`src/hdl/pdep_pkg.sv`:
```
// Shared types and constants for the packed directory entry parser.
package pdep_pkg;

    // Configuration port geometry: three registers on an 8-byte pitch
    localparam int unsigned APB_ADDR_W = 5;
    localparam int unsigned APB_DATA_W = 64;

    // Register indexes (paddr[4:3])
    localparam logic [1:0] REG_ADDR_MODE = 2'd0;
    localparam logic [1:0] REG_DISK_SIZE = 2'd1;
    localparam logic [1:0] REG_TYPE_MASK = 2'd2;

    localparam logic [7:0] TYPE_MASK_RESET = 8'hFE;

    // Entry layout and checks
    localparam int unsigned POS_W        = 9;
    localparam logic [7:0]  NAME_CHAR_MIN = 8'h20;
    localparam logic [7:0]  NAME_CHAR_MAX = 8'h7E;
    localparam logic [7:0]  TYPE_CODE_MAX = 8'd7;
    localparam logic [POS_W-1:0] HDR_BYTES    = 9'd2;
    localparam logic [POS_W-1:0] ADDR_BYTES32 = 9'd4;
    localparam logic [POS_W-1:0] ADDR_BYTES64 = 9'd8;
    localparam logic [15:0] DELETED_MARK = 16'hFFFF;
    localparam logic [63:0] LOW32_MASK   = 64'h0000_0000_FFFF_FFFF;

    // Result status codes
    localparam logic [1:0] STATUS_OK       = 2'd0;
    localparam logic [1:0] STATUS_BAD_NAME = 2'd1;
    localparam logic [1:0] STATUS_BAD_TYPE = 2'd2;
    localparam logic [1:0] STATUS_BAD_ADDR = 2'd3;

    typedef struct packed {
        logic        addr_is_64bit;
        logic [63:0] disk_size;
        logic [7:0]  type_valid_mask;
    } cfg_t;

    // Parser status seen by the top level
    typedef struct packed {
        logic consume;
        logic fire_result;
        logic active;
    } stat_t;

endpackage

```
`src/hdl/pdep_ifs.sv`:
```
// Valid/ready channel interfaces for entry bytes and parse results.
interface pdep_in_if;
    logic       valid;
    logic       ready;
    logic [7:0] data_byte;
    logic       entry_start;

    modport source (output valid, output data_byte, output entry_start, input ready);
    modport sink   (input valid, input data_byte, input entry_start, output ready);
endinterface

interface pdep_out_if;
    logic        valid;
    logic        ready;
    logic [1:0]  status;
    logic [7:0]  name_length;
    logic [7:0]  file_type_code;
    logic [63:0] entry_address;
    logic        is_deleted;

    modport source (output valid, output status, output name_length,
                    output file_type_code, output entry_address, output is_deleted,
                    input ready);
    modport sink   (input valid, input status, input name_length,
                    input file_type_code, input entry_address, input is_deleted,
                    output ready);
endinterface

```
`src/hdl/pdep_cfg_regs.sv`:
```
// APB configuration registers for the entry parser.
module pdep_cfg_regs (
    input  logic                              clk,
    input  logic                              rst_n,
    input  logic                              psel,
    input  logic                              penable,
    input  logic                              pwrite,
    input  logic [pdep_pkg::APB_ADDR_W-1:0]   paddr,
    input  logic [pdep_pkg::APB_DATA_W-1:0]   pwdata,
    output logic [pdep_pkg::APB_DATA_W-1:0]   prdata,
    output logic                              pready,
    output pdep_pkg::cfg_t                    cfg
);
    import pdep_pkg::*;

    logic        addr_mode_reg;
    logic [63:0] disk_size_reg;
    logic [7:0]  type_mask_reg;
    logic        wr_en;
    logic [1:0]  reg_idx;

    assign pready  = 1'b1;
    assign wr_en   = psel && penable && pwrite;
    assign reg_idx = paddr[4:3];

    // Register writes
    always_ff @(posedge clk or negedge rst_n)
    begin
        if (!rst_n)
        begin
            addr_mode_reg <= 1'b0;
            disk_size_reg <= '0;
            type_mask_reg <= TYPE_MASK_RESET;
        end
        else if (wr_en)
        begin
            unique case (reg_idx)
                REG_ADDR_MODE: addr_mode_reg <= pwdata[0];
                REG_DISK_SIZE: disk_size_reg <= pwdata;
                REG_TYPE_MASK: type_mask_reg <= pwdata[7:0];
                default: ;
            endcase
        end
    end

    // Read-back
    always_comb
    begin
        unique case (reg_idx)
            REG_ADDR_MODE: prdata = {63'd0, addr_mode_reg};
            REG_DISK_SIZE: prdata = disk_size_reg;
            REG_TYPE_MASK: prdata = {56'd0, type_mask_reg};
            default:       prdata = '0;
        endcase
    end

    assign cfg = '{addr_is_64bit: addr_mode_reg,
                   disk_size: disk_size_reg,
                   type_valid_mask: type_mask_reg};

endmodule

```
`src/hdl/pdep_parser.sv`:
```
// Entry byte parser: input register, per-byte state update, result register.
module pdep_parser (
    input  logic           clk,
    input  logic           rst_n,
    input  pdep_pkg::cfg_t cfg,
    input  logic           in_valid,
    output logic           in_ready,
    input  logic [7:0]     data_byte,
    input  logic           entry_start,
    output logic           res_valid,
    input  logic           res_ready,
    output logic [1:0]     status,
    output logic [7:0]     name_length,
    output logic [7:0]     file_type_code,
    output logic [63:0]    entry_address,
    output logic           is_deleted,
    output pdep_pkg::stat_t stat
);
    import pdep_pkg::*;

    // Input register
    logic       in_vld_reg;
    logic [7:0] in_byte_reg;
    logic       in_start_reg;

    // Parse state
    logic [POS_W-1:0] pos_reg,  pos_next;
    logic [7:0]       len_reg,  len_next;
    logic             prt_reg,  prt_next;
    logic [7:0]       type_reg, type_next;
    logic [63:0]      shift_reg, shift_next;
    logic             active_reg, active_next;

    // Result register
    logic        res_vld_reg;
    logic [1:0]  status_reg;
    logic [7:0]  len_out_reg;
    logic [7:0]  type_out_reg;
    logic [63:0] addr_out_reg;
    logic        del_out_reg;

    // Per-byte decode
    logic [POS_W-1:0] p_eff, type_pos, addr_count, need;
    logic [7:0]       len_eff, type_eff;
    logic             prt_eff, active_eff;
    logic [63:0]      shift_eff, shift_new, addr_val;
    logic             is_len, is_skip, is_name, is_type, is_addr;
    logic             done, consume, fire, deleted, type_ok, addr_ok, bad_char;
    logic [1:0]       status_val;

    // A start byte sees a freshly cleared entry
    always_comb
    begin
        p_eff      = in_start_reg ? '0    : pos_reg;
        len_eff    = in_start_reg ? '0    : len_reg;
        prt_eff    = in_start_reg ? 1'b1  : prt_reg;
        type_eff   = in_start_reg ? '0    : type_reg;
        shift_eff  = in_start_reg ? '0    : shift_reg;
        active_eff = in_start_reg || active_reg;

        type_pos   = HDR_BYTES + {1'b0, len_eff};
        is_len     = (p_eff == '0);
        is_skip    = (p_eff == 9'd1);
        is_name    = !is_len && !is_skip && (p_eff < type_pos);
        is_type    = (p_eff == type_pos);
        is_addr    = !is_len && !is_skip && (p_eff > type_pos);
        addr_count = p_eff - type_pos;
        need       = cfg.addr_is_64bit ? ADDR_BYTES64 : ADDR_BYTES32;
        shift_new  = {shift_eff[55:0], in_byte_reg};
        done       = active_eff && is_addr && (addr_count >= need);
        bad_char   = (in_byte_reg < NAME_CHAR_MIN) || (in_byte_reg > NAME_CHAR_MAX);

        addr_val   = cfg.addr_is_64bit ? shift_new : (shift_new & LOW32_MASK);
        deleted    = (addr_val[15:0] == DELETED_MARK);
        type_ok    = (type_eff <= TYPE_CODE_MAX) && cfg.type_valid_mask[type_eff[2:0]];
        addr_ok    = deleted || ((addr_val != '0) && (addr_val <= cfg.disk_size));

        if (!prt_eff)
            status_val = STATUS_BAD_NAME;
        else if (!type_ok)
            status_val = STATUS_BAD_TYPE;
        else if (!addr_ok)
            status_val = STATUS_BAD_ADDR;
        else
            status_val = STATUS_OK;
    end

    // A byte that makes no result never waits on the result register
    assign consume  = in_vld_reg && (!done || !res_vld_reg || res_ready);
    assign fire     = consume && done;
    assign in_ready = !in_vld_reg || consume;

    // Next parse state
    always_comb
    begin
        pos_next    = pos_reg;
        len_next    = len_reg;
        prt_next    = prt_reg;
        type_next   = type_reg;
        shift_next  = shift_reg;
        active_next = active_reg;
        if (consume && active_eff)
        begin
            len_next    = is_len  ? in_byte_reg : len_eff;
            prt_next    = (is_name && bad_char) ? 1'b0 : prt_eff;
            type_next   = is_type ? in_byte_reg : type_eff;
            shift_next  = is_addr ? shift_new   : shift_eff;
            pos_next    = done ? '0 : p_eff + 9'd1;
            active_next = !done;
        end
    end

    // Input register
    always_ff @(posedge clk or negedge rst_n)
    begin
        if (!rst_n)
            in_vld_reg <= 1'b0;
        else if (in_ready)
            in_vld_reg <= in_valid;
    end

    always_ff @(posedge clk)
    begin
        if (in_ready && in_valid)
        begin
            in_byte_reg  <= data_byte;
            in_start_reg <= entry_start;
        end
    end

    // Parse state registers
    always_ff @(posedge clk or negedge rst_n)
    begin
        if (!rst_n)
        begin
            pos_reg    <= '0;
            len_reg    <= '0;
            prt_reg    <= 1'b1;
            type_reg   <= '0;
            shift_reg  <= '0;
            active_reg <= 1'b0;
        end
        else
        begin
            pos_reg    <= pos_next;
            len_reg    <= len_next;
            prt_reg    <= prt_next;
            type_reg   <= type_next;
            shift_reg  <= shift_next;
            active_reg <= active_next;
        end
    end

    // Result register
    always_ff @(posedge clk or negedge rst_n)
    begin
        if (!rst_n)
            res_vld_reg <= 1'b0;
        else if (fire)
            res_vld_reg <= 1'b1;
        else if (res_ready)
            res_vld_reg <= 1'b0;
    end

    always_ff @(posedge clk)
    begin
        if (fire)
        begin
            status_reg   <= status_val;
            len_out_reg  <= len_eff;
            type_out_reg <= type_eff;
            addr_out_reg <= addr_val;
            del_out_reg  <= deleted;
        end
    end

    assign res_valid      = res_vld_reg;
    assign status         = status_reg;
    assign name_length    = len_out_reg;
    assign file_type_code = type_out_reg;
    assign entry_address  = addr_out_reg;
    assign is_deleted     = del_out_reg;

    assign stat = '{consume: consume, fire_result: fire, active: active_reg};

endmodule

```
`src/hdl/packed_dir_entry_parser_unit.sv`:
```
// Top level of the packed directory entry parser.
//
//  channel        | dir    | word
//  ---------------+--------+---------------------------------------------
//  entry_bytes    | sink   | data_byte, entry_start
//  entry_results  | source | status, name_length, file_type_code,
//                 |        | entry_address, is_deleted
//  APB            | slave  | addr_is_64bit @0, disk_size @8, type_valid_mask @16
//
// One byte per cycle sustained. Each byte passes an input register and then
// updates the parse state; the last address byte loads the result register.
// Bytes that produce no result move on even while a result is stalled; only
// the closing byte of an entry waits for the result register to drain.
// Reset clears the parse state and the registers (type mask 0xFE); no
// clearing pass.
module packed_dir_entry_parser_unit (
    input  logic                            clk,
    input  logic                            rst_n,
    input  logic                            psel,
    input  logic                            penable,
    input  logic                            pwrite,
    input  logic [pdep_pkg::APB_ADDR_W-1:0] paddr,
    input  logic [pdep_pkg::APB_DATA_W-1:0] pwdata,
    output logic [pdep_pkg::APB_DATA_W-1:0] prdata,
    output logic                            pready,
    pdep_in_if.sink                         entry_bytes,
    pdep_out_if.source                      entry_results
);
    import pdep_pkg::*;

    cfg_t  cfg;
    stat_t stat;

    pdep_cfg_regs u_cfg (
        .clk     (clk),
        .rst_n   (rst_n),
        .psel    (psel),
        .penable (penable),
        .pwrite  (pwrite),
        .paddr   (paddr),
        .pwdata  (pwdata),
        .prdata  (prdata),
        .pready  (pready),
        .cfg     (cfg)
    );

    pdep_parser u_parser (
        .clk            (clk),
        .rst_n          (rst_n),
        .cfg            (cfg),
        .in_valid       (entry_bytes.valid),
        .in_ready       (entry_bytes.ready),
        .data_byte      (entry_bytes.data_byte),
        .entry_start    (entry_bytes.entry_start),
        .res_valid      (entry_results.valid),
        .res_ready      (entry_results.ready),
        .status         (entry_results.status),
        .name_length    (entry_results.name_length),
        .file_type_code (entry_results.file_type_code),
        .entry_address  (entry_results.entry_address),
        .is_deleted     (entry_results.is_deleted),
        .stat           (stat)
    );

    // A finished entry shows up on the result side next cycle
    a_fire_loads: assert property (@(posedge clk) disable iff (!rst_n)
        stat.fire_result |=> entry_results.valid)
        else $error("result not loaded after entry end");

    // Parser goes idle once an entry completes
    a_fire_idles: assert property (@(posedge clk) disable iff (!rst_n)
        stat.fire_result |=> !stat.active)
        else $error("parser still active after entry end");

    // A held byte only waits on a full, stalled result register
    a_stall_cause: assert property (@(posedge clk) disable iff (!rst_n)
        (!stat.consume && !entry_bytes.ready)
        |-> (entry_results.valid && !entry_results.ready))
        else $error("input stalled with result side free");

    // An OK, live entry carries an address inside the disk
    a_ok_addr: assert property (@(posedge clk) disable iff (!rst_n)
        (entry_results.valid && entry_results.status == STATUS_OK &&
         !entry_results.is_deleted)
        |-> (entry_results.entry_address != '0 &&
             entry_results.entry_address <= cfg.disk_size))
        else $error("OK status with out-of-range address");

    // Deleted flag agrees with the reported address
    a_del_mark: assert property (@(posedge clk) disable iff (!rst_n)
        (entry_results.valid && entry_results.is_deleted)
        |-> (entry_results.entry_address[15:0] == DELETED_MARK))
        else $error("deleted flag without deleted mark");

endmodule
```
`src/flat_wrapper.sv`:
```
// flat-port wrapper written by rule: the top's interface ports become plain ports
module packed_dir_entry_parser_unit_flat import pdep_pkg::*;
  (clk, rst_n, psel, penable, pwrite, paddr, pwdata, prdata, pready, entry_bytes_valid, entry_bytes_data_byte, entry_bytes_entry_start, entry_bytes_ready, entry_results_valid, entry_results_status, entry_results_name_length, entry_results_file_type_code, entry_results_entry_address, entry_results_is_deleted, entry_results_ready);
  pdep_in_if entry_bytes_i ();
  pdep_out_if entry_results_i ();
  input  logic clk;
  input  logic rst_n;
  input  logic psel;
  input  logic penable;
  input  logic pwrite;
  input  logic [pdep_pkg::APB_ADDR_W-1:0] paddr;
  input  logic [pdep_pkg::APB_DATA_W-1:0] pwdata;
  output logic [pdep_pkg::APB_DATA_W-1:0] prdata;
  output logic pready;
  input wire logic [$bits(entry_bytes_i.valid)-1:0] entry_bytes_valid;
  input wire logic [$bits(entry_bytes_i.data_byte)-1:0] entry_bytes_data_byte;
  input wire logic [$bits(entry_bytes_i.entry_start)-1:0] entry_bytes_entry_start;
  output wire logic [$bits(entry_bytes_i.ready)-1:0] entry_bytes_ready;
  output wire logic [$bits(entry_results_i.valid)-1:0] entry_results_valid;
  output wire logic [$bits(entry_results_i.status)-1:0] entry_results_status;
  output wire logic [$bits(entry_results_i.name_length)-1:0] entry_results_name_length;
  output wire logic [$bits(entry_results_i.file_type_code)-1:0] entry_results_file_type_code;
  output wire logic [$bits(entry_results_i.entry_address)-1:0] entry_results_entry_address;
  output wire logic [$bits(entry_results_i.is_deleted)-1:0] entry_results_is_deleted;
  input wire logic [$bits(entry_results_i.ready)-1:0] entry_results_ready;
  assign entry_bytes_i.valid = entry_bytes_valid;
  assign entry_bytes_i.data_byte = entry_bytes_data_byte;
  assign entry_bytes_i.entry_start = entry_bytes_entry_start;
  assign entry_bytes_ready = entry_bytes_i.ready;
  assign entry_results_valid = entry_results_i.valid;
  assign entry_results_status = entry_results_i.status;
  assign entry_results_name_length = entry_results_i.name_length;
  assign entry_results_file_type_code = entry_results_i.file_type_code;
  assign entry_results_entry_address = entry_results_i.entry_address;
  assign entry_results_is_deleted = entry_results_i.is_deleted;
  assign entry_results_i.ready = entry_results_ready;
  packed_dir_entry_parser_unit u_core (.clk(clk), .rst_n(rst_n), .psel(psel), .penable(penable), .pwrite(pwrite), .paddr(paddr), .pwdata(pwdata), .prdata(prdata), .pready(pready), .entry_bytes(entry_bytes_i), .entry_results(entry_results_i));
endmodule
```
`config.mk`:
```
export PLATFORM = sky130hd
export DESIGN_NAME = packed_dir_entry_parser_unit_flat
export DESIGN_NICKNAME = d
export VERILOG_FILES = /design/src/hdl/pdep_pkg.sv /design/src/hdl/pdep_ifs.sv /design/src/hdl/pdep_cfg_regs.sv /design/src/hdl/pdep_parser.sv /design/src/hdl/packed_dir_entry_parser_unit.sv /design/src/flat_wrapper.sv
export SDC_FILE = /design/constraint.sdc
export NUM_CORES = 1
export LEC_CHECK = 0
export ABC_AREA = 1
export BUFFER_PORTS_ARGS = -buffer_cell sky130_fd_sc_hd__buf_2
export CAP_MARGIN = 20
export CORE_MARGIN = 2
export CORE_UTILIZATION = 30
export CTS_BUF_LIST = sky130_fd_sc_hd__clkbuf_16
export DETAILED_ROUTE_END_ITERATION = 7
export SYNTH_ARGS = -nofsm -noshare
export SYNTH_HDL_FRONTEND = slang
export SYNTH_SLANG_ARGS = --single-unit
```
`constraint.sdc`:
```
create_clock -name clk -period 11.48 [get_ports clk]
set_clock_uncertainty 0.05 [all_clocks]
set_input_delay 0.574 -clock clk [delete_from_list [all_inputs] [get_ports clk]]
set_output_delay 0.574 -clock clk [all_outputs]
set_load 0.1 [all_outputs]
```
==> impl_metrics.env <==
export IMPL_synthCells=1614
export IMPL_critPathLaunchType="flip-flop"
export IMPL_synth_edf_count=92
export IMPL_pwr_density_cell_mw_per_mm2=188
export IMPL_cts_resized_gates=0
export IMPL_h_tree_depth=1
export IMPL_cts_buffers=30
export IMPL_syn_area_mm2=0.0135
export IMPL_die_y_um=216
export IMPL_yosysWarningCount=0
export IMPL_cp_arrival_ps=5600
export IMPL_post_synth_num_cell_types=42
export IMPL_firstDrtPassIters=5
export IMPL_start_util=0.304
export IMPL_synth_nets=1779
export IMPL_route_vias_total=11700
export IMPL_ys_top_cells_by_area="dfrtp_1 (28%), edfxtp_1 (20%), nand2_1 (12%), ha_1 (7.3%), inv_1 (5.2%)"
export IMPL_cts_root_buf="clkbuf_16"
export IMPL_fin_crit_sh=0.476
export IMPL_grt_use_total=0.163
export IMPL_grt_max_degree=113
export IMPL_post_cts_buffers=0
export IMPL_drive_above_1_share=0.172
export IMPL_fmax_mhz=183
export IMPL_n_antenna_cell=0
export IMPL_rsz0062_at_grt="false"
export IMPL_path_delay_family="simple AND/OR/NAND/NOR gates"
export IMPL_synth_largest_area_cell="dfrtp_1"
export IMPL_hp_class="primary input to flip-flop"
export IMPL_routed_wl_um=38700
export IMPL_area_delta_synth_final_pct=19.5
export IMPL_die_area_mm2=0.0466
export IMPL_final_nets=1976
export IMPL_port_buffers=230
export IMPL_slew_viol_final=0
export IMPL_clk_pin_slew_ps=60
export IMPL_cts_sink_count=250
export IMPL_fin_ws_ps=6010
export IMPL_wl_per_cell_um=16.0
export IMPL_final_min_clock_period_ps=5470
export IMPL_fin_area_mm2=0.0161
export IMPL_synthDominantCellAreaShare=0.278
export IMPL_yosysSeqAreaShare=0.499
export IMPL_cts_buffer_depth=3
export IMPL_relSlewSlack=0.305
export IMPL_gp_congestion=0.839
export IMPL_max_stage_delay_ps=740
export IMPL_fillers=4686
export IMPL_finalSetupViolCount=0
export IMPL_vias_per_cell=4.82
export IMPL_crit_fanout=55
export IMPL_p_leak_nw=8.01
export IMPL_grt_ovfl_total=0
export IMPL_final_hold_violation_count=0
export IMPL_synth_seq_cells=250
export IMPL_placed_area_mm2=0.0151
export IMPL_drcViolationCount=0
export IMPL_ant_nets=0
export IMPL_fin_setup_tns_ps=0
export IMPL_dp_hpwl_um=27100
export IMPL_endpoint_kind="flip-flop"
export IMPL_ioPinCount=235
export IMPL_hold_buffers=1
export IMPL_outcome="completed"
export IMPL_drv_cap=0
export IMPL_dp_slack_ps=6010
export IMPL_required_ps=11610
export IMPL_final_core_util=0.364
export IMPL_synth_most_common_cell="nand2_1"
export IMPL_worst_slew_pin_slew_ps=1040
export IMPL_avgSynthCellArea_um2=8.35
export IMPL_grt_pass1_wl_um=61300
export IMPL_antenna_found_initial=1
export IMPL_crit_path_top_delay_cell="buf_4"
export IMPL_crit_type="flip-flop to flip-flop"
export IMPL_seqCellArea_mm2=0.00673
export IMPL_drtIter0Drc=855
export IMPL_grt_pass1_vias=11300
export IMPL_fin_hold_ws_ps=137
export IMPL_rows=77
export IMPL_synth_commonest_cells="nand2_1 (431), inv_1 (185), nor2_1 (179)"
export IMPL_vdd_drop_max_mv=0.112
export IMPL_synthArstFlopShare=0.632
export IMPL_multi_input_area_mm2=0.00560
export IMPL_die_width_um=216
export IMPL_crit_chain="buf_4, nor2_1, ha_1, nand3_1, nor2_1, nand2_1, xor2_1, ha_1, inv_1, nor3_2, nand3b_1, nand3_4, nor2_4, nand3_2, nand4_1, clkinv_2, buf_4"
export IMPL_clkLatencyLatePin_ps=560
export IMPL_path_buf_inv=4
export IMPL_core_area_mm2=0.0443
export IMPL_synth_ff_type="dfrtp_1"
export IMPL_cts_tree="done"
[area by class of cell]
cell class / instances / area share
sequential: 250 / 0.418
multi-input combinational: 1091 / 0.347
timing repair buffer: 248 / 0.0804
clock buffer: 32 / 0.0497
tap: 592 / 0.0460
inverter: 190 / 0.0443
clock inverter: 24 / 0.0146
[power breakdown]
part / internal, mW / leakage [nW] / switching, mW / total (mW)
Combinational: 0.225 / 4.59 / 0.683 / 0.908
Sequential: 1.07 / 2.88 / 0.0583 / 1.13
Clock: 0.610 / 0.547 / 0.377 / 0.987
[path summary, 6_finish.rpt]
kind,start,endpoint,slack (ps),cells past startpoint
max in group asynchronous,rst_n,u_core.u_parser.shift_reg[33],8920,4
setup reg to reg,u_core.u_parser.in_start_reg,u_core.u_parser.entry_address[52],6010,17
hold / removal,entry_bytes_data_byte[0],u_core.u_parser.in_byte_reg[0],140,1
min in group asynchronous,rst_n,u_core.u_parser.len_reg[4],450,2
setup / recovery,u_core.u_parser.in_start_reg,u_core.u_parser.entry_address[52],6010,17
hold reg to reg,u_core.u_parser.in_byte_reg[0],u_core.u_parser.entry_address[0],400,0
[worst register-to-register path, delay by kind of cell, from the launching register on]
kind / cells / cell delay (ps)
and+or+nand+nor: 10 / 2240
buffers and inverters: 4 / 1650
adders and majority gates: 2 / 620
DFF: 1 / 350
xor gates and xnor gates: 1 / 140
[cell families (layout without fill, tap and decap cells)]
group	count (synthesis)	count (layout)	synth area share
XOR/XNOR	16	16	0.0104
adder cells (fa/ha/maj)	80	80	0.0748
AO/OA/AOI/OAI	217	217	0.0835
buffers and inverters	273	494	0.0867
AND/OR/NAND/NOR	777	777	0.245
flip-flops	250	250	0.499
other	1	1	0.000278
[per-layer routing]
layer	vias up	wire length (µm)	part of all wire	global-route usage
met3	59	2000	0.052	0.0200
li1	5694	-	-	-
met2	375	18100	0.47	0.271
met1	5578	17600	0.46	0.222
met5	-	0	0	0
met4	0	996	0.026	0.0500
[per-stage QoR]
step / cells / power, mW
finish: 2427 / 3.03
detailed placement: 2370 / 2.06
global placement: 2370 / 2.03
global route: 2427 / 3.21
CTS: 2427 / 3.06
floorplan: 1614 / 1.84
[cells in the final DEF (no fill, tap or decap), drive strengths merged]
cell type      n
a21o           1
a21oi         64
a31oi          1
and2           1
buf          247
bufinv         5
clkbuf        32
clkinv        10
clkinvlp       1
conb           1
dfrtp        150
dfstp          8
dlygate4sd3    1
edfxtp        92
fa             1
ha            79
inv          198
nand2        432
nand3         40
nand3b         2
nand4         92
nor2         182
nor3          11
nor4          16
o211ai         1
o21a           4
o21ai        136
o21bai         1
o221ai         2
o22ai          7
or2            1
xnor2          4
xor2          12
Power figures use the tool's default switching activity.
